===== config.mk =====
export PLATFORM = sky130hd
export DESIGN_NAME = c_subset_tokenizer
export DESIGN_NICKNAME = d
export VERILOG_FILES = /design/src/hdl/ctok_pkg.sv /design/src/hdl/ctok_lexer.sv /design/src/hdl/ctok_out_reg.sv /design/src/hdl/c_subset_tokenizer.sv
export VERILOG_INCLUDE_DIRS = /design/src /design/src/hdl
export SDC_FILE = /design/constraint.sdc
export NUM_CORES = 1
export LEC_CHECK = 0
export CELL_PAD_IN_SITES_DETAIL_PLACEMENT = 0
export CELL_PAD_IN_SITES_GLOBAL_PLACEMENT = 1
export CORE_ASPECT_RATIO = 1.5
export CORE_UTILIZATION = 44
export CTS_CLUSTER_DIAMETER = 80
export CTS_CLUSTER_SIZE = 16
export DETAILED_ROUTE_END_ITERATION = 6
export DONT_BUFFER_PORTS = 1
export PLACE_DENSITY = 0.73
export SETUP_SLACK_MARGIN = 0.3
export SLEW_MARGIN = 15
export SYNTH_ARGS = -nofsm -noshare
export SYNTH_HDL_FRONTEND = slang
export SYNTH_SLANG_ARGS = --single-unit

===== constraint.sdc =====
create_clock -name clk -period 3.8 [get_ports clk]
set_clock_uncertainty 0.1 [all_clocks]
set_input_delay 0.76 -clock clk [delete_from_list [all_inputs] [get_ports clk]]
set_output_delay 0.76 -clock clk [all_outputs]
set_load 0.005 [all_outputs]

===== src/hdl/c_subset_tokenizer_defines.svh =====
// ----------------------------------------------------------------------------
// c_subset_tokenizer_defines.svh
// Assertion helpers shared by the tokenizer modules.
// ----------------------------------------------------------------------------
`ifndef C_SUBSET_TOKENIZER_DEFINES_SVH
`define C_SUBSET_TOKENIZER_DEFINES_SVH

// Same-cycle implication, checked outside reset.
`define CTOK_ASSERT_NOW(label, ante, cons, msg) \
  label: assert property (@(posedge clk) disable iff (!rst_n) (ante) |-> (cons)) \
    else $error(msg);

// Next-cycle implication, checked outside reset.
`define CTOK_ASSERT_NXT(label, ante, cons, msg) \
  label: assert property (@(posedge clk) disable iff (!rst_n) (ante) |=> (cons)) \
    else $error(msg);

`endif


===== src/hdl/ctok_pkg.sv =====
// ----------------------------------------------------------------------------
// ctok_pkg
// Token codes, scan modes, token record and keyword spelling tables.
// ----------------------------------------------------------------------------
package ctok_pkg;

  localparam int unsigned MAX_TOKEN_LEN_DEF = 255;

  // token kinds
  localparam logic [3:0] K_NUM    = 4'd0;
  localparam logic [3:0] K_IDENT  = 4'd1;
  localparam logic [3:0] K_INT    = 4'd2;
  localparam logic [3:0] K_RETURN = 4'd3;
  localparam logic [3:0] K_VOID   = 4'd4;
  localparam logic [3:0] K_EOF    = 4'd5;
  localparam logic [3:0] K_LPAREN = 4'd6;
  localparam logic [3:0] K_RPAREN = 4'd7;
  localparam logic [3:0] K_LBRACE = 4'd8;
  localparam logic [3:0] K_RBRACE = 4'd9;
  localparam logic [3:0] K_SEMI   = 4'd10;
  localparam logic [3:0] K_ERROR  = 4'd11;

  // scan modes
  localparam logic [1:0] MODE_IDLE  = 2'd0;
  localparam logic [1:0] MODE_NUM   = 2'd1;
  localparam logic [1:0] MODE_IDENT = 2'd2;

  // keyword slots in the candidate mask
  localparam int unsigned KW_N = 3;

  typedef struct packed {
    logic [3:0] kind;
    logic [7:0] len;
    logic [7:0] bad;
  } token_t;

  typedef struct packed {
    token_t     tok_a;   // first token (flushed one, or the only one)
    token_t     tok_b;   // second token when two are produced
    logic [1:0] cnt;     // tokens produced by this request, 0..2
  } lex_out_t;

  function automatic logic [7:0] kw_len(input logic [1:0] k);
    logic [7:0] r;
    case (k)
      2'd0:    r = 8'd3;
      2'd1:    r = 8'd6;
      2'd2:    r = 8'd4;
      default: r = 8'd0;
    endcase
    return r;
  endfunction

  function automatic logic [3:0] kw_kind(input logic [1:0] k);
    logic [3:0] r;
    case (k)
      2'd0:    r = K_INT;
      2'd1:    r = K_RETURN;
      2'd2:    r = K_VOID;
      default: r = K_IDENT;
    endcase
    return r;
  endfunction

  // Character of keyword k at position pos; zero past the end.
  function automatic logic [7:0] kw_char(input logic [1:0] k, input logic [2:0] pos);
    logic [7:0] r;
    r = 8'h00;
    case (k)
      2'd0: begin
        case (pos)
          3'd0:    r = "i";
          3'd1:    r = "n";
          3'd2:    r = "t";
          default: r = 8'h00;
        endcase
      end
      2'd1: begin
        case (pos)
          3'd0:    r = "r";
          3'd1:    r = "e";
          3'd2:    r = "t";
          3'd3:    r = "u";
          3'd4:    r = "r";
          3'd5:    r = "n";
          default: r = 8'h00;
        endcase
      end
      2'd2: begin
        case (pos)
          3'd0:    r = "v";
          3'd1:    r = "o";
          3'd2:    r = "i";
          3'd3:    r = "d";
          default: r = 8'h00;
        endcase
      end
      default: r = 8'h00;
    endcase
    return r;
  endfunction

endpackage


===== src/hdl/ctok_lexer.sv =====
// ----------------------------------------------------------------------------
// ctok_lexer
// Scan state and the per-character decode: classifies one held character,
// forms up to two tokens and updates the state when the request retires.
// ----------------------------------------------------------------------------
module ctok_lexer #(
  parameter int unsigned MAX_TOKEN_LEN = ctok_pkg::MAX_TOKEN_LEN_DEF
) (
  input  logic               clk,
  input  logic               rst_n,
  input  logic [7:0]         char_byte,
  input  logic               end_of_input,
  input  logic               upd,      // request retires: commit next state
  output ctok_pkg::lex_out_t lex
);
  import ctok_pkg::*;
`include "c_subset_tokenizer_defines.svh"

  localparam logic [7:0] LEN_CAP = (MAX_TOKEN_LEN < 255) ? 8'(MAX_TOKEN_LEN) : 8'd255;

  logic [1:0]    mode_r, mode_nxt;
  logic [7:0]    len_r, len_nxt;
  logic [KW_N-1:0] cand_r, cand_nxt;

  logic [1:0]    mode_eff;
  logic          is_digit, is_letter, is_space;
  logic          flush_v;
  token_t        flush_tok, own_tok;
  logic          own_v;
  logic [KW_N-1:0] cand_take, cand_start;
  logic [7:0]    len_inc;

  always_comb begin
    is_digit  = (char_byte >= "0") && (char_byte <= "9");
    is_letter = ((char_byte >= "a") && (char_byte <= "z")) ||
                ((char_byte >= "A") && (char_byte <= "Z"));
    is_space  = (char_byte == 8'h20) || (char_byte == 8'h09) ||
                (char_byte == 8'h0D) || (char_byte == 8'h0A);
    // unused mode code behaves as idle
    mode_eff  = ((mode_r == MODE_NUM) || (mode_r == MODE_IDENT)) ? mode_r : MODE_IDLE;
    len_inc   = (len_r < LEN_CAP) ? len_r + 8'd1 : len_r;
  end

  // keyword tracking: a candidate survives while the spelling still matches
  always_comb begin
    for (int k = 0; k < KW_N; k++) begin
      cand_take[k]  = cand_r[k] && (len_r < kw_len(2'(k))) &&
                      (kw_char(2'(k), len_r[2:0]) == char_byte);
      cand_start[k] = (kw_char(2'(k), 3'd0) == char_byte);
    end
  end

  // pending token as it would be flushed
  always_comb begin
    flush_v        = (mode_eff != MODE_IDLE);
    flush_tok.kind = (mode_eff == MODE_NUM) ? K_NUM : K_IDENT;
    flush_tok.len  = len_r;
    flush_tok.bad  = 8'h00;
    if (mode_eff == MODE_IDENT) begin
      for (int k = 0; k < KW_N; k++) begin
        if (cand_r[k] && (len_r == kw_len(2'(k)))) begin
          flush_tok.kind = kw_kind(2'(k));
        end
      end
    end
  end

  always_comb begin
    mode_nxt     = MODE_IDLE;
    len_nxt      = 8'd0;
    cand_nxt     = '0;
    own_v        = 1'b0;
    own_tok      = '0;
    lex          = '0;
    if (end_of_input) begin
      own_v        = 1'b1;
      own_tok.kind = K_EOF;
    end else if (is_digit) begin
      if (mode_eff == MODE_IDLE) begin
        mode_nxt = MODE_NUM;
        len_nxt  = 8'd1;
      end else begin
        mode_nxt = mode_eff;
        len_nxt  = len_inc;
        cand_nxt = cand_take;
      end
    end else if (is_letter) begin
      if (mode_eff == MODE_IDENT) begin
        mode_nxt = MODE_IDENT;
        len_nxt  = len_inc;
        cand_nxt = cand_take;
      end else begin
        mode_nxt = MODE_IDENT;
        len_nxt  = 8'd1;
        cand_nxt = cand_start;
      end
    end else if (!is_space) begin
      own_v       = 1'b1;
      own_tok.len = 8'd1;
      case (char_byte)
        "(":     own_tok.kind = K_LPAREN;
        ")":     own_tok.kind = K_RPAREN;
        "{":     own_tok.kind = K_LBRACE;
        "}":     own_tok.kind = K_RBRACE;
        ";":     own_tok.kind = K_SEMI;
        default: begin
          own_tok.kind = K_ERROR;
          own_tok.bad  = char_byte;
        end
      endcase
    end

    // a letter after a number, end of input, or any byte that is neither digit nor letter closes the pending run
    if (flush_v && (end_of_input || is_space || (!is_digit && !is_letter) ||
                    (is_letter && (mode_eff == MODE_NUM)))) begin
      lex.tok_a = flush_tok;
      lex.tok_b = own_tok;
      lex.cnt   = own_v ? 2'd2 : 2'd1;
    end else begin
      lex.tok_a = own_tok;
      lex.cnt   = own_v ? 2'd1 : 2'd0;
    end
  end

  always_ff @(posedge clk) begin
    if (!rst_n) begin
      mode_r <= MODE_IDLE;
      len_r  <= 8'd0;
      cand_r <= '0;
    end else if (upd) begin
      mode_r <= mode_nxt;
      len_r  <= len_nxt;
      cand_r <= cand_nxt;
    end
  end

  `CTOK_ASSERT_NOW(a_idle_clear, mode_r == MODE_IDLE, (len_r == 8'd0) && (cand_r == '0), "idle with leftover token state")
  `CTOK_ASSERT_NOW(a_num_nocand, mode_r == MODE_NUM, cand_r == '0, "number run carries keyword candidates")
  `CTOK_ASSERT_NOW(a_run_len, mode_r != MODE_IDLE, (len_r != 8'd0) && (len_r <= LEN_CAP), "pending run length out of range")

endmodule


===== src/hdl/ctok_out_reg.sv =====
// ----------------------------------------------------------------------------
// ctok_out_reg
// Result register: holds one token until the downstream side takes it.
// ----------------------------------------------------------------------------
module ctok_out_reg (
  input  logic             clk,
  input  logic             rst_n,
  input  logic             load,
  input  ctok_pkg::token_t tok,
  input  logic             last,
  output logic             room,       // register free or drained this cycle
  output logic             out_tvalid,
  input  logic             out_tready,
  output logic [3:0]       out_tuser,  // [3:0] token_kind
  output logic [15:0]      out_tdata,  // [7:0] token_length, [15:8] bad_char
  output logic             out_tlast   // last_of_run
);
  import ctok_pkg::*;

  logic   vld_r;
  token_t tok_r;
  logic   last_r;

  assign room       = !vld_r || out_tready;
  assign out_tvalid = vld_r;
  assign out_tuser  = tok_r.kind;
  assign out_tdata  = {tok_r.bad, tok_r.len};
  assign out_tlast  = last_r;

  always_ff @(posedge clk) begin
    if (!rst_n) begin
      vld_r <= 1'b0;
    end else if (room) begin
      vld_r <= load;
    end
  end

  always_ff @(posedge clk) begin
    if (room && load) begin
      tok_r  <= tok;
      last_r <= last;
    end
  end

endmodule


===== src/hdl/c_subset_tokenizer.sv =====
// ----------------------------------------------------------------------------
// c_subset_tokenizer
// Byte-serial tokenizer for a small C subset with a stream in and out.
// ----------------------------------------------------------------------------
// Usage:
//   Input: one character per request on in_tdata[7:0]; in_tlast high marks
//   end of input (character ignored), which flushes the pending token and
//   gives an EOF token. Output: one token per transfer, kind on out_tuser,
//   length and offending byte on out_tdata, out_tlast on the final token
//   caused by one input request. Whitespace gives no token of its own, and
//   bytes that only extend a run give none.
//   Path: a request is registered in the held-request register on acceptance,
//   and its first token is loaded into the output register once it has room.
//   Throughput: one input request per cycle while each gives at most one
//   token and the output register has room; a request that closes a run and
//   adds its own token (two tokens) holds the input register until its second
//   token is loaded, since the output register takes one token per cycle.
//   Reset (rst_n low, synchronous) empties both registers and returns the
//   scanner to idle with no pending token.
//   Stall: when out_tready is low the token stays in the output register, a
//   held request with a token to give waits, and in_tready drops once both are full.
// ----------------------------------------------------------------------------
module c_subset_tokenizer #(
  parameter int unsigned MAX_TOKEN_LEN = ctok_pkg::MAX_TOKEN_LEN_DEF
) (
  input  logic        clk,
  input  logic        rst_n,
  input  logic        in_tvalid,
  output logic        in_tready,
  input  logic [7:0]  in_tdata,   // [7:0] char_byte
  input  logic        in_tlast,   // end_of_input
  output logic        out_tvalid,
  input  logic        out_tready,
  output logic [3:0]  out_tuser,  // [3:0] token_kind
  output logic [15:0] out_tdata,  // [7:0] token_length, [15:8] bad_char
  output logic        out_tlast   // last_of_run
);
  import ctok_pkg::*;
`include "c_subset_tokenizer_defines.svh"

  // held request
  logic       item_v_r, item_v_nxt;
  logic [7:0] item_c_r;
  logic       item_eoi_r;
  // set after the first of two tokens has gone out
  logic       phase_r, phase_nxt;

  lex_out_t   lex;
  logic       room;
  logic       emit, retire, in_acc;
  token_t     emit_tok;
  logic       emit_last;

  ctok_lexer #(
    .MAX_TOKEN_LEN (MAX_TOKEN_LEN)
  ) u_lexer (
    .clk          (clk),
    .rst_n        (rst_n),
    .char_byte    (item_c_r),
    .end_of_input (item_eoi_r),
    .upd          (retire),
    .lex          (lex)
  );

  // One token leaves per cycle when the output register has room. A request
  // retires once its last token is loaded, or at once if it gives none.
  always_comb begin
    emit      = item_v_r && room && (lex.cnt != 2'd0);
    retire    = item_v_r && ((lex.cnt == 2'd0) ||
                             (room && ((lex.cnt == 2'd1) || phase_r)));
    emit_tok  = phase_r ? lex.tok_b : lex.tok_a;
    emit_last = phase_r || (lex.cnt == 2'd1);
    in_tready = !item_v_r || retire;
    in_acc    = in_tvalid && in_tready;

    item_v_nxt = in_acc ? 1'b1 : (retire ? 1'b0 : item_v_r);

    phase_nxt = phase_r;
    if (retire) begin
      phase_nxt = 1'b0;
    end else if (emit && (lex.cnt == 2'd2)) begin
      phase_nxt = 1'b1;
    end
  end

  always_ff @(posedge clk) begin
    if (!rst_n) begin
      item_v_r <= 1'b0;
      phase_r  <= 1'b0;
    end else begin
      item_v_r <= item_v_nxt;
      phase_r  <= phase_nxt;
    end
  end

  always_ff @(posedge clk) begin
    if (in_acc) begin
      item_c_r   <= in_tdata;
      item_eoi_r <= in_tlast;
    end
  end

  ctok_out_reg u_out (
    .clk        (clk),
    .rst_n      (rst_n),
    .load       (emit),
    .tok        (emit_tok),
    .last       (emit_last),
    .room       (room),
    .out_tvalid (out_tvalid),
    .out_tready (out_tready),
    .out_tuser  (out_tuser),
    .out_tdata  (out_tdata),
    .out_tlast  (out_tlast)
  );

  `CTOK_ASSERT_NOW(a_phase_held, phase_r, item_v_r && (lex.cnt == 2'd2), "second-token phase without a two-token request")
  `CTOK_ASSERT_NXT(a_split_hold, emit && !phase_r && (lex.cnt == 2'd2), phase_r && item_v_r && out_tvalid && !out_tlast, "first of two tokens not followed by a held request")
  `CTOK_ASSERT_NXT(a_final_last, emit && emit_last, out_tvalid && out_tlast, "final token of a request lost its last flag")

endmodule


---- Word level (Yosys, flattened, before mapping) ----
Cells that the tools add are included.
operators by class
  $lt $le $gt $ge ......................... 10
  muxes and demuxes ....................... 46
  reductions and logical operators ........ 47
  add/sub/neg operators ................... 1
  bitwise gates (word level) .............. 1
  equality and inequality tests ........... 29
operators with widths
  cell                                                             count
  two-way mux 20 bit                                               6
  two-way mux 8 bit                                                10
  case mux 7 bit (5 select lines)                                  1
  equality test 8 x 6 -> 1 bit (second input constant)             4
  case mux 7 bit (4 select lines)                                  1
  equality test 7 x 8 -> 1 bit                                     3
  equality test 7 x 8 -> 1 bit (first input constant)              3
  equality test 8 x 4 -> 1 bit (second input constant)             3
  equality test 8 bit                                              3
  logical AND 1 bit                                                22
  case mux 7 bit (3 select lines)                                  1
  two-way mux 4 bit                                                5
  case mux 4 bit (5 select lines)                                  1
  equality test 8 x 7 -> 1 bit (second input constant)             2
  >= comparator 8 x 7 -> 1 bit (second input constant)             2
  less-or-equal comparator 8 x 7 -> 1 bit (second input constant)  2
  less-than comparator 8 x 3 -> 1 bit (second input constant)      2
  two-way mux 16 bit                                               1
  two-way mux 3 bit                                                5
  two-way mux 2 bit                                                7
  logical OR 1 bit                                                 12
  adder 8 x 1 -> 8 bit (second input constant)                     1
  >= comparator 8 x 6 -> 1 bit (second input constant)             1
  less-or-equal comparator 8 x 6 -> 1 bit (second input constant)  1
  other kinds (15)                                                 35
storage, ports and cells
  flip-flop bits (word level) ............. 46
  output and inout port bits .............. 23
  word-level logic and storage cells ...... 146
  bits of input ports ..................... 13

---- Logic depth before layout (Yosys ltp) ----
Gate-level depths: netlist (run 1).
  word-level depth ........................ 18
  depth in mapped cells ................... 14
  gate-level depth less buffers ........... 12

---- By module ----
A second synthesis (run 1) with hierarchy kept.
second synthesis, totals
  cells, all modules ...................... 347
  area total of the unflattened synthesis .. 3387.0 um^2
modules (own cells, without submodules)
  module              seq. area each (um^2)  area each (um^2)  cells an instance  times used
  ctok_lexer          260.2                  1943.1            268                1
  c_subset_tokenizer  310.3                  755.7             53                 1
  ctok_out_reg        650.6                  688.2             26                 1

---- Worst setup path before layout (run 1) ----
No wires, ideal clock.
  path type ............................... flip-flop to flip-flop
  start point ............................. reg item_c_r[2]
  end point ............................... reg u_lexer.cand_r[1]
  arrival time ............................ 3438 ps
  cell stages (with the launch flop) ...... 15
  library setup time ...................... 116 ps
  period minus slack after synthesis ...... 3654 ps
  required time ........................... 3584 ps
  buffers on the path ..................... 2
  setup slack ............................. 146 ps
  cells stage by stage .................... edfxtp_1 buf_6 or4b_4 a2111oi_4 nor2_1 and2_1 or2_2 ha_1 or2_2 and2_1 o21ai_0 clkbuf_1 nor4_1 a22o_1 a31o_2
between the ends
  word-level cells in the longest chain between the ends .. 15
  elaborated cells between the ends (all ways) .. 46
  those cells by class .................... order compare: 6; eq/ne: 7; mux: 12; reduce/logical: 21
ends and longest elaborated chain
  element                                                               RTL line                  text
  start: declaration                                                    c_subset_tokenizer.sv:43  logic [7:0] item_c_r;
  start signal: assignment                                              c_subset_tokenizer.sv:98  item_c_r <= in_tdata;
  branches (longest 9 deep; another with >= comparator 8 x 7 -> 1 bit)  --
  two-way mux 2 bit *                                                   ctok_lexer.sv:114         if (flush_v && (end_of_input || is_space || (!is_digit && !is_letter) ||
  equality test 2 x 1 -> 1 bit *                                        --
  logical OR 1 bit *                                                    --
  via emit_last                                                         c_subset_tokenizer.sv:52  logic emit_last;
  logical AND 1 bit *                                                   c_subset_tokenizer.sv:70  (room && ((lex.cnt == 2'd1) || phase_r)));
  logical OR 1 bit *                                                    c_subset_tokenizer.sv:69  retire = item_v_r && ((lex.cnt == 2'd0) ||
  logical AND 1 bit *                                                   c_subset_tokenizer.sv:69
  end signal: assignment                                                ctok_lexer.sv:133         cand_r <= cand_nxt;
  end: declaration                                                      ctok_lexer.sv:23          logic [KW_N-1:0] cand_r, cand_nxt;
Mark *: on every way through the listed nets, which the timed path passes.
A chain may end at the register's enable or synchronous reset.

---- Worst setup path in the final report (run 1) ----
  start point ............................. reg item_c_r[0]
  end point ............................... out in_tready
between the ends
  word-level cells in the longest chain between the ends .. 16
  elaborated cells between the ends (all ways) .. 39
  those cells by class .................... order compare: 6; eq/ne: 5; mux: 7; reduce/logical: 21
ends and longest elaborated chain
  element                                                               RTL line                  text
  branches (longest 9 deep; another with >= comparator 8 x 7 -> 1 bit)  --
  two-way mux 2 bit *                                                   ctok_lexer.sv:114
  equality test 2 x 1 -> 1 bit *                                        --
  logical OR 1 bit *                                                    --
  via emit_last                                                         c_subset_tokenizer.sv:52
  logical AND 1 bit *                                                   c_subset_tokenizer.sv:70
  logical OR 1 bit *                                                    c_subset_tokenizer.sv:69
  logical AND 1 bit *                                                   c_subset_tokenizer.sv:69
  logical OR 1 bit *                                                    c_subset_tokenizer.sv:73  in_tready = !item_v_r || retire;
  end: declaration                                                      c_subset_tokenizer.sv:29  output logic in_tready,
Marked as above.

==> out/qor.yml, run 1 <==
global_routing:
  antenna_found_initial: 0
  grt.overflow.total: 0
  grt_pass1_wl_microns: 11400
  grtUsageTotal: 0.228
  grt_pass1_vias: 2201
  grt_max_degree: 17
routing:
  ant_nets: 0
  routed_wl_microns: 7240
  via_per_inst: 5.94
  firstDrtPassIters: 4
  avgRoutedWirePerCell_microns: 18.6
  drc: 0
  first_iter_violations: 136
  vias: 2311
power_and_ir_drop:
  ir_drop_mv: 0.154
  power_density_nw_per_um2: 319
  power_mw: 1.03
  leakagePower_nw: 1.11
timing:
  finalSetupViolations: 0
  max_freq_ghz: 0.267
  hold_ws_ns: 0.417
  final_max_slew_viol_count: 0
  rsz0062_at_grt: "true"
  fin_crit_ns: 3.75
  tightest_slew_ns: 0.576
  setup_slack_ns: 0.0521
  hold_viol: 0
  finalCritPeriodShare: 0.986
  fin_tns_setup_ns: 0
  slew_headroom: 0.615
place:
  pre_cts_slack_ns: 0.105
  numPortBuffers: 0
  gp_congestion: 0.829
  placed_cell_area_sq_um: 2990
  dpl.hpwl_microns: 5340
logic_synthesis:
  avgSynthCellArea_sq_um: 9.53
  synth.yosys.seq_area_share: 0.430
  ys_ff_latch: 46
  syn_inst: 298
  async_reset_ff_frac: 0
  synthesis.nets: 321
  ys_types: 64
  yosysWarnings: 0
  syn_area_sq_um: 2840
  synth-edff-count: 30
  ys.flop_type: "edfxtp_1"
final_layout:
  ff_latch_area_sq_um: 1220
  finalNetCount: 337
  multi_input_area_sq_um: 1560
  drive_gt1_frac: 0.197
  nFillCells: 573
  antenna-diode-count: 0
  areaGrowthSynthToFinish_pct: 13.2
  final_area_sq_um: 3220
clock_tree:
  cts_tree: "done"
  clock_latency_ns: 0.30
  cts_root_buf: "clkbuf_8"
  numClockSinks: 46
  cts_made_buffers: 5
  cts_max_level: 2
  hold_buffers: 0
  clkSlewWorstSetupHoldPaths_ns: 0.09
  clock_path_buffers: 2
worst_setup_path:
  timing_worst_setup_path_type: "reg2out"
  r2r_setup_slack_ns: 0.19
  cp_slowest_cell: "or4b_4"
  path_common_cell: "or2_4"
  timing.critical_path.cells: "or4b_4 > a2111oi_4 > nor2_1 > and2_1 > or2_4 > ha_4 > or2_4 > and2_4 > nor2_4 > inv_2"
  slowest_delay_ns: 0.56
  crit_path_end_kind: "output pin"
  path_max_fanout: 2
  critical_path_arrival_ns: 2.89
  cp_top_family: "simple AND/OR/NAND/NOR gates"
  critPathLaunchType: "flip-flop"
  critical_path_buf_inv_count: 1
  worstPathRequired_ns: 2.94
min_path:
  min_path_type: "reg2reg"
die:
  ios: 36
  core_area_sq_um: 6170
  die-area_sq_um: 6790
  rows: 35
  fp.dieW_microns: 67.6
  start_util: 0.460
  die_height_microns: 100
outcome:
  status: "complete, no violations"
flow_run:
  maxCapViolCount: 0
## cells in the mapped netlist (2+ instances only)
cell type,count,share of area
buf_6,2,0.0079
a2111oi_4,2,0.019
nand3b_1,4,0.011
nor3_1,11,0.019
nand4_1,5,0.011
xor2_1,3,0.0093
nor2b_1,9,0.020
o21a_1,2,0.0053
and3_1,4,0.0088
a31oi_1,4,0.0088
nand2b_1,8,0.018
or2_2,4,0.0088
o2111ai_1,2,0.0062
clkbuf_1,9,0.012
nand3_1,8,0.014
nor3_2,3,0.011
o32ai_1,2,0.0062
dfxtp_1,16,0.11
nor3b_1,3,0.0079
o22ai_1,4,0.0088
o21ai_0,11,0.019
inv_1,16,0.021
xnor2_1,4,0.012
nor4_1,4,0.0088
buf_2,3,0.0053
a21oi_1,20,0.035
or3_1,6,0.013
a22o_1,3,0.0093
nor2_1,22,0.029
edfxtp_1,30,0.32
ha_1,10,0.044
nand2_1,19,0.025
and2_1,14,0.031
## final cells by class
type                            instances  area share
Sequential cell                        46       0.380
Multi-Input combinational cell        221       0.485
Inverter                               17      0.0206
Clock buffer                            6      0.0226
Timing Repair Buffer                   23      0.0588
Tap cell                               74      0.0288
Clock inverter                          2     0.00428
## kinds of logic (layout without fill, tap and decap cells)
| family | after synthesis | after routing | synth area share |
|---|---|---|---|
| adder cells (fa/ha/maj) | 10 | 10 | 0.0441 |
| multiplexers | 1 | 1 | 0.00352 |
| XOR/XNOR | 7 | 7 | 0.0216 |
| flip-flops | 46 | 46 | 0.430 |
| AND/OR/NAND/NOR | 135 | 135 | 0.277 |
| AO/OA/AOI/OAI | 68 | 68 | 0.175 |
| buffers and inverters | 31 | 48 | 0.0485 |
## registers in the layout, indices dropped and copies added (netlist names)
signal,cells
u_out.out_tuser,4
item_v_r,1
u_out.out_tdata,16
u_lexer.len_r,8
u_lexer.mode_r,2
u_out.out_tvalid,1
phase_r,1
u_out.out_tlast,1
u_lexer.cand_r,3
item_eoi_r,1
item_c_r,8
## layer usage
metal,vias to the layer above,share of wire,track usage
li1,1129,-,-
met1,1120,0.41,0.275
met2,55,0.54,0.394
met3,7,0.030,0.0330
met4,0,0.012,0.0851
met5,-,0,0
## through the flow
stage | instances | utilization
6_report | 389 | 0.521
5_1_grt | 389 | 0.521
4_1_cts | 387 | 0.512
3_5_place_dp | 373 | 0.484
3_3_place_gp | 373 | 0.484
2_1_floorplan | 298 | -
## placed cells by master (no fill, tap or decap), drive strengths merged, types with 3 or more instances in the layout
master / Yosys / layout
a21oi: 21 / 21
a22o: 3 / 3
a31oi: 4 / 4
and2: 14 / 14
and3: 4 / 4
buf: 5 / 23
clkbuf: 9 / 6
dfxtp: 16 / 16
edfxtp: 30 / 30
ha: 10 / 10
inv: 17 / 17
nand2: 19 / 19
nand2b: 8 / 8
nand3: 8 / 8
nand3b: 4 / 4
nand4: 5 / 5
nor2: 23 / 23
nor2b: 9 / 9
nor3: 14 / 14
nor3b: 4 / 4
nor4: 5 / 5
o21ai: 11 / 11
o22ai: 4 / 4
or2: 4 / 4
or3: 6 / 6
or4b: 3 / 3
xnor2: 4 / 4
xor2: 3 / 3
## report_power, final
| group | internal, mW | switching [mW] | total, mW |
|---|---|---|---|
| clock network | 0.130 | 0.172 | 0.302 |
| logic | 0.0644 | 0.0888 | 0.153 |
| registers | 0.557 | 0.0135 | 0.571 |
## path summary, 6_finish.rpt
path	depth (start not counted)	end	startpoint
max	10	in_tready	item_c_r[0]$_DFFE_PP_
max reg2reg	15	u_lexer.len_r[4]$_SDFFE_PN0P_	item_c_r[0]$_DFFE_PP_
min reg2reg	2	u_lexer.mode_r[1]$_SDFFE_PN0P_	u_lexer.mode_r[1]$_SDFFE_PN0P_
min	2	u_lexer.mode_r[1]$_SDFFE_PN0P_	u_lexer.mode_r[1]$_SDFFE_PN0P_
## timing repair
action / 4_1_cts / 5_1_grt
pin swaps: 9 / 7
gates cloned: 1 / 0
setup endpoints to repair: 24 / 24
setup buffers: 5 / 2
resized for setup: 12 / 5
## worst register-to-register path: stages (launching register included)
cell and delay, ns:
edfxtp_1 0.40, or4b_4 0.56, a2111oi_4 0.40, nor2_1 0.11, and2_1 0.17, or2_4 0.24, ha_4 0.21, or2_4 0.22
and2_4 0.15, buf_4 0.13, o21ai_2 0.18, buf_4 0.18, nor3_2 0.04, buf_4 0.17, a41oi_1 0.21, nor2_1 0.05
No activity file was read; power rests on OpenSTA's default activity.
==> inputs of run 2 (changes only) <==
- CORE_UTILIZATION: 44 -> 49
- GPL_ROUTABILITY_DRIVEN: not set -> 0
- PLACE_DENSITY: 0.73 -> 0.77
- SKIP_LAST_GASP: not set -> 1
- clock period: 3.8 -> 4.1 ns (I/O delays scaled with it)
==> run 2 against run 1 <==
  * Total power shrank 9.1%
  * Via count shrank 1.7%
  * Count of clock-buffer cells in the layout is the same
  * Sequential share of layout area grew 1.0 points
  * Design area shrank 2.6%
  * Die area shrank 10%
  * Critical endpoint unchanged
==> out/qor.yml, run 2 (synthesis gave the netlist of run 1 again) <==
global_routing:
  grtUsageTotal: 0.243
  antenna_found_initial: 0
  grt_pass1_wl_microns: 11200
  grt_max_degree: 23
  grt.overflow.total: 0
  grt_pass1_vias: 2209
worst_setup_path:
  path_max_fanout: 2
  worstPathRequired_ns: 3.18
  crit_path_end_kind: "output pin"
  timing_worst_setup_path_type: "reg2out"
  critical_path_arrival_ns: 2.83
  critPathLaunchType: "flip-flop"
clock_tree:
  cts_tree: "done"
  clock_latency_ns: 0.30
  cts_root_buf: "clkbuf_8"
  numClockSinks: 46
  clkSlewWorstSetupHoldPaths_ns: 0.09
  hold_buffers: 0
  clock_path_buffers: 2
  cts_max_level: 2
  cts_made_buffers: 5
die:
  rows: 33
  core_area_sq_um: 5530
  ios: 36
  fp.dieW_microns: 64.2
  die-area_sq_um: 6110
  start_util: 0.513
  die_height_microns: 95.2
timing:
  finalSetupViolations: 0
  hold_viol: 0
  finalCritPeriodShare: 0.915
  fin_tns_setup_ns: 0
  tightest_slew_ns: 0.854
  max_freq_ghz: 0.267
  fin_crit_ns: 3.75
  rsz0062_at_grt: "true"
  final_max_slew_viol_count: 0
  slew_headroom: 0.430
power_and_ir_drop:
  leakagePower_nw: 1.07
  ir_drop_mv: 0.120
  power_density_nw_per_um2: 298
  power_mw: 0.933
final_layout:
  drive_gt1_frac: 0.165
  finalNetCount: 332
  antenna-diode-count: 0
  largest_reg_flops: 16
  layout_commonest_cell: "edfxtp_1"
  layout_common_cells: "30 x edfxtp_1, 20 x nor2_1, 20 x a21oi_1"
  nFillCells: 517
  areaGrowthSynthToFinish_pct: 10.2
routing:
  avgRoutedWirePerCell_microns: 18.2
  via_per_inst: 5.98
  first_iter_violations: 187
  vias: 2272
  firstDrtPassIters: 4
  ant_nets: 0
  drc: 0
  routed_wl_microns: 6910
outcome:
  status: "complete, no violations"
place:
  dpl.hpwl_microns: 5070
  numPortBuffers: 0
flow_run:
  maxCapViolCount: 0
min_path:
  min_path_type: "reg2reg"
==> run 2: path summary, 6_finish.rpt <==
path | startpoint | to | slack (ns) | depth (start not counted)
hold reg to reg | u_lexer.mode_r[1]$_SDFFE_PN0P_ | u_lexer.mode_r[1]$_SDFFE_PN0P_ | 0.42 | 2
hold / removal | u_lexer.mode_r[1]$_SDFFE_PN0P_ | u_lexer.mode_r[1]$_SDFFE_PN0P_ | 0.42 | 2
setup / recovery | item_c_r[7]$_DFFE_PP_ | in_tready | 0.35 | 10
setup reg to reg | item_c_r[7]$_DFFE_PP_ | u_lexer.cand_r[0]$_SDFFE_PN0P_ | 0.47 | 13
==> run 2: metal layers <==
layer	track usage	wire (microns)	vias to the layer above	share of wire
met5	0	0	-	0
met4	0.0852	131	0	0.019
met3	0.0311	203	12	0.029
met2	0.440	3630	50	0.52
met1	0.295	2950	1088	0.43
li1	-	-	1122	-
==> run 2: final cells by class <==
type | count | area [sq um] | share of cell area
Timing Repair Buffer | 18 | 135 | 0.0432
Clock buffer | 6 | 72.6 | 0.0232
Multi-Input combinational cell | 221 | 1530 | 0.490
Sequential cell | 46 | 1220 | 0.390
Tap cell | 70 | 87.6 | 0.0280
Clock inverter | 2 | 13.8 | 0.00440
Inverter | 17 | 66.3 | 0.0212
==> run 2: what timing repair did <==
item                                   CTS  global route
endpoints found under the hold margin    0             0
resized for setup                       10             0
setup buffers                            4             2
pin swaps                                6             4
setup endpoints to repair                1            12
==> run 2: per-stage QoR <==
| stage | std cells | area, sq um | setup slack [ns] | hold WS [ns] | utilization |
|---|---|---|---|---|---|
| floorplan | 298 | 2840 | 0.446 | 0.372 | - |
| global placement | 366 | 2950 | 0.380 | 0.402 | 0.533 |
| detailed placement | 366 | 2950 | 0.313 | 0.400 | 0.533 |
| CTS | 378 | 3120 | 0.289 | 0.424 | 0.563 |
| global route | 380 | 3130 | 0.205 | 0.447 | 0.566 |
| finish | 380 | 3130 | 0.350 | 0.419 | 0.566 |
==> run 2: critical path, cell delays in order, from the launching register on <==
cell	delay, ns
edfxtp_1	0.40
or4_4	0.58
nor4b_4	0.33
nor2_2	0.09
and2_1	0.15
or2_4	0.24
ha_4	0.24
or2_4	0.22
and2_4	0.14
nor2_4	0.07
inv_1	0.05
==> run 2: report_power, final <==
| group | internal, mW | switching [mW] | total [mW] |
|---|---|---|---|
| combinational | 0.0514 | 0.0783 | 0.130 |
| sequential | 0.517 | 0.0129 | 0.530 |
| clock | 0.120 | 0.153 | 0.274 |
| total | 0.689 | 0.245 | 0.933 |
==> inputs of run 3 (changes only) <==
--- a/config.mk
+++ b/config.mk
@@ -19,5 +19,4 @@
 export SETUP_SLACK_MARGIN = 0.3
 export SKIP_LAST_GASP = 1
-export SLEW_MARGIN = 15
 export SYNTH_ARGS = -nofsm -noshare
 export SYNTH_HDL_FRONTEND = slang
==> constraint.sdc (replaced) <==
create_clock -name clk -period 4.1 [get_ports clk]
set_clock_uncertainty 0.1 [all_clocks]
set_input_delay 0.82 -clock clk [delete_from_list [all_inputs] [get_ports clk]]
set_output_delay 0.82 -clock clk [all_outputs]
set_load 0.1 [all_outputs]
==> run 3 against run 2 <==
  * Sequential share of layout area fell by 0.31 points
  * Global-route usage fell by 1.4 points
  * Sequential power rose by 15%
  * Highest routed layer unchanged
  * Fmax fell by 6.7%
  * Design area rose by 0.80%
  * Register-to-register slack got worse by 0.08 ns
  * Critical path depth rose by 1
==> out/qor.yml, run 3 (synthesis gave the netlist of run 1 again) <==
outcome:
  status: "complete, no violations"
final_layout:
  finalNetCount: 330
  layout_commonest_cell: "edfxtp_1"
  final_util: 0.570
  layout_common_cells: "30 x edfxtp_1, 20 x nor2_1, 20 x a21oi_1"
  areaGrowthSynthToFinish_pct: 11.1
  largest_reg_flops: 16
  drive_gt1_frac: 0.169
  final_area_sq_um: 3160
  fin_cells: 378
  antenna-diode-count: 0
clock_tree:
  hold_buffers: 0
  clock_latency_ns: 0.30
  clock_path_buffers: 2
  cts_tree: "done"
  cts_root_buf: "clkbuf_8"
  numClockSinks: 46
  cts_made_buffers: 5
  cts_max_level: 2
  clkSlewWorstSetupHoldPaths_ns: 0.09
worst_setup_path:
  crit_cells: 11
  critical_path_buf_inv_count: 2
  crit_start: "item_c_r[0]$_DFFE_PP_"
  timing.rr.start: "item_c_r[0]$_DFFE_PP_"
  cp_top_family: "simple AND/OR/NAND/NOR gates"
  slowest_delay_ns: 0.57
  timing.critical_path.cells: "or4b_4 > a2111oi_4 > nor2_2 > and2_1 > or2_4 > ha_4 > or2_4 > and2_4 > nor2_4 > clkinvlp_4 > buf_12"
  path_max_fanout: 2
  critPathLaunchType: "flip-flop"
  cp_slowest_cell: "or4b_4"
  rr_worst_depth: 13
  timing_worst_setup_path_type: "reg2out"
  rr_endpoint: "u_lexer.cand_r[2]$_SDFFE_PN0P_"
  worstPathRequired_ns: 3.18
  endpoint: "in_tready"
  crit_path_end_kind: "output pin"
  r2r_setup_slack_ns: 0.39
  path_common_cell: "or2_4"
  critical_path_arrival_ns: 3.10
place:
  dp.cells: 367
  numPortBuffers: 0
  dpl.hpwl_microns: 4810
  pre_cts_slack_ns: 0.320
  placed_cell_area_sq_um: 3010
routing:
  wl_met2_microns: 3250
  routed_wl_microns: 6420
  wl_met3_microns: 204
  drc: 0
  via_per_inst: 5.91
  firstDrtPassIters: 4
  first_iter_violations: 154
  avgRoutedWirePerCell_microns: 17.0
  routed.top_layer: "met4"
  vias: 2234
  ant_nets: 0
  met1_length_microns: 2780
flow_run:
  maxCapViolCount: 0
global_routing:
  grt_max_degree: 23
  grtUsageTotal: 0.229
  grt_pass1_vias: 2214
  grt.overflow.total: 0
  grt_pass1_wl_microns: 10800
  antenna_found_initial: 0
timing:
  tightest_slew_ns: 0.901
  finalCritPeriodShare: 0.980
  max_freq_ghz: 0.249
  fin_tns_setup_ns: 0
  hold_ws_ns: 0.430
  fin_crit_ns: 4.02
  finalSetupViolations: 0
  slew_headroom: 0.401
  setup_slack_ns: 0.0831
  final_max_slew_viol_count: 0
  rsz0062_at_grt: "true"
  hold_viol: 0
power_and_ir_drop:
  swShare: 0.327
  p_comb_frac: 0.135
  pwr-share-seq: 0.590
  p_clk_frac: 0.275
  leakagePower_nw: 1.07
  switchingPower_mw: 0.337
  ir_drop_mv: 0.160
  power_density_nw_per_um2: 326
  p_int_mw: 0.693
  power_mw: 1.03
die:
  die-area_sq_um: 6110
  fp.dieW_microns: 64.2
  ios: 36
  core_area_sq_um: 5530
  die_height_microns: 95.2
  rows: 33
  start_util: 0.513
min_path:
  whs_path_depth: 2
  min_path_type: "reg2reg"
[run 3: cell type report]
| class | count | area (sq um) |
|---|---|---|
| Sequential cell | 46 | 1220 |
| Timing Repair Buffer | 16 | 145 |
| Clock buffer | 5 | 68.8 |
| Fill cell | 515 | 2380 |
| Tap cell | 70 | 87.6 |
| Multi-Input combinational cell | 221 | 1540 |
| Clock inverter | 3 | 23.8 |
| Inverter | 17 | 70.1 |
[run 3: how the worst min path moves through the flow]
stage | slack, ns | start | end
after floorplan | 0.37 | u_lexer.cand_r[0]$_SDFFE_PN0P_ | u_lexer.cand_r[0]$_SDFFE_PN0P_
after global placement | 0.40 | u_lexer.mode_r[1]$_SDFFE_PN0P_ | u_lexer.mode_r[1]$_SDFFE_PN0P_
after detailed placement | 0.41 | u_lexer.mode_r[1]$_SDFFE_PN0P_ | u_lexer.mode_r[1]$_SDFFE_PN0P_
after CTS | 0.43 | u_lexer.mode_r[0]$_SDFFE_PN0P_ | u_lexer.mode_r[0]$_SDFFE_PN0P_
after global routing | 0.46 | u_lexer.mode_r[0]$_SDFFE_PN0P_ | u_lexer.mode_r[0]$_SDFFE_PN0P_
final | 0.43 | u_lexer.mode_r[1]$_SDFFE_PN0P_ | u_lexer.mode_r[1]$_SDFFE_PN0P_
[run 3: per-layer routing]
metal,vias to the layer above,track usage
met4,0,0.0926
li1,1118,-
met5,-,0
met3,17,0.0371
met1,1046,0.273
met2,53,0.407
[run 3: power by group through the flow]
| stage | clock network (mW) | logic (mW) | registers [mW] |
|---|---|---|---|
| after floorplan | 0 | 0.0935 | 0.623 |
| after global placement | 0 | 0.134 | 0.618 |
| after detailed placement | 0 | 0.135 | 0.618 |
| after CTS | 0.293 | 0.138 | 0.608 |
| after global routing | 0.308 | 0.152 | 0.610 |
| final | 0.283 | 0.139 | 0.607 |
[run 3: timing repair]
item,CTS,global route
buffers inserted,1,2
endpoints found under the hold margin,0,0
pin swaps,5,5
setup endpoints to repair,1,12
gates resized for setup,2,3
[run 3: worst min-delay path, stage by stage (launching register included)]
cell	delay (ns)
dfxtp_1	0.32
inv_1	0.07
o21ai_0	0.08
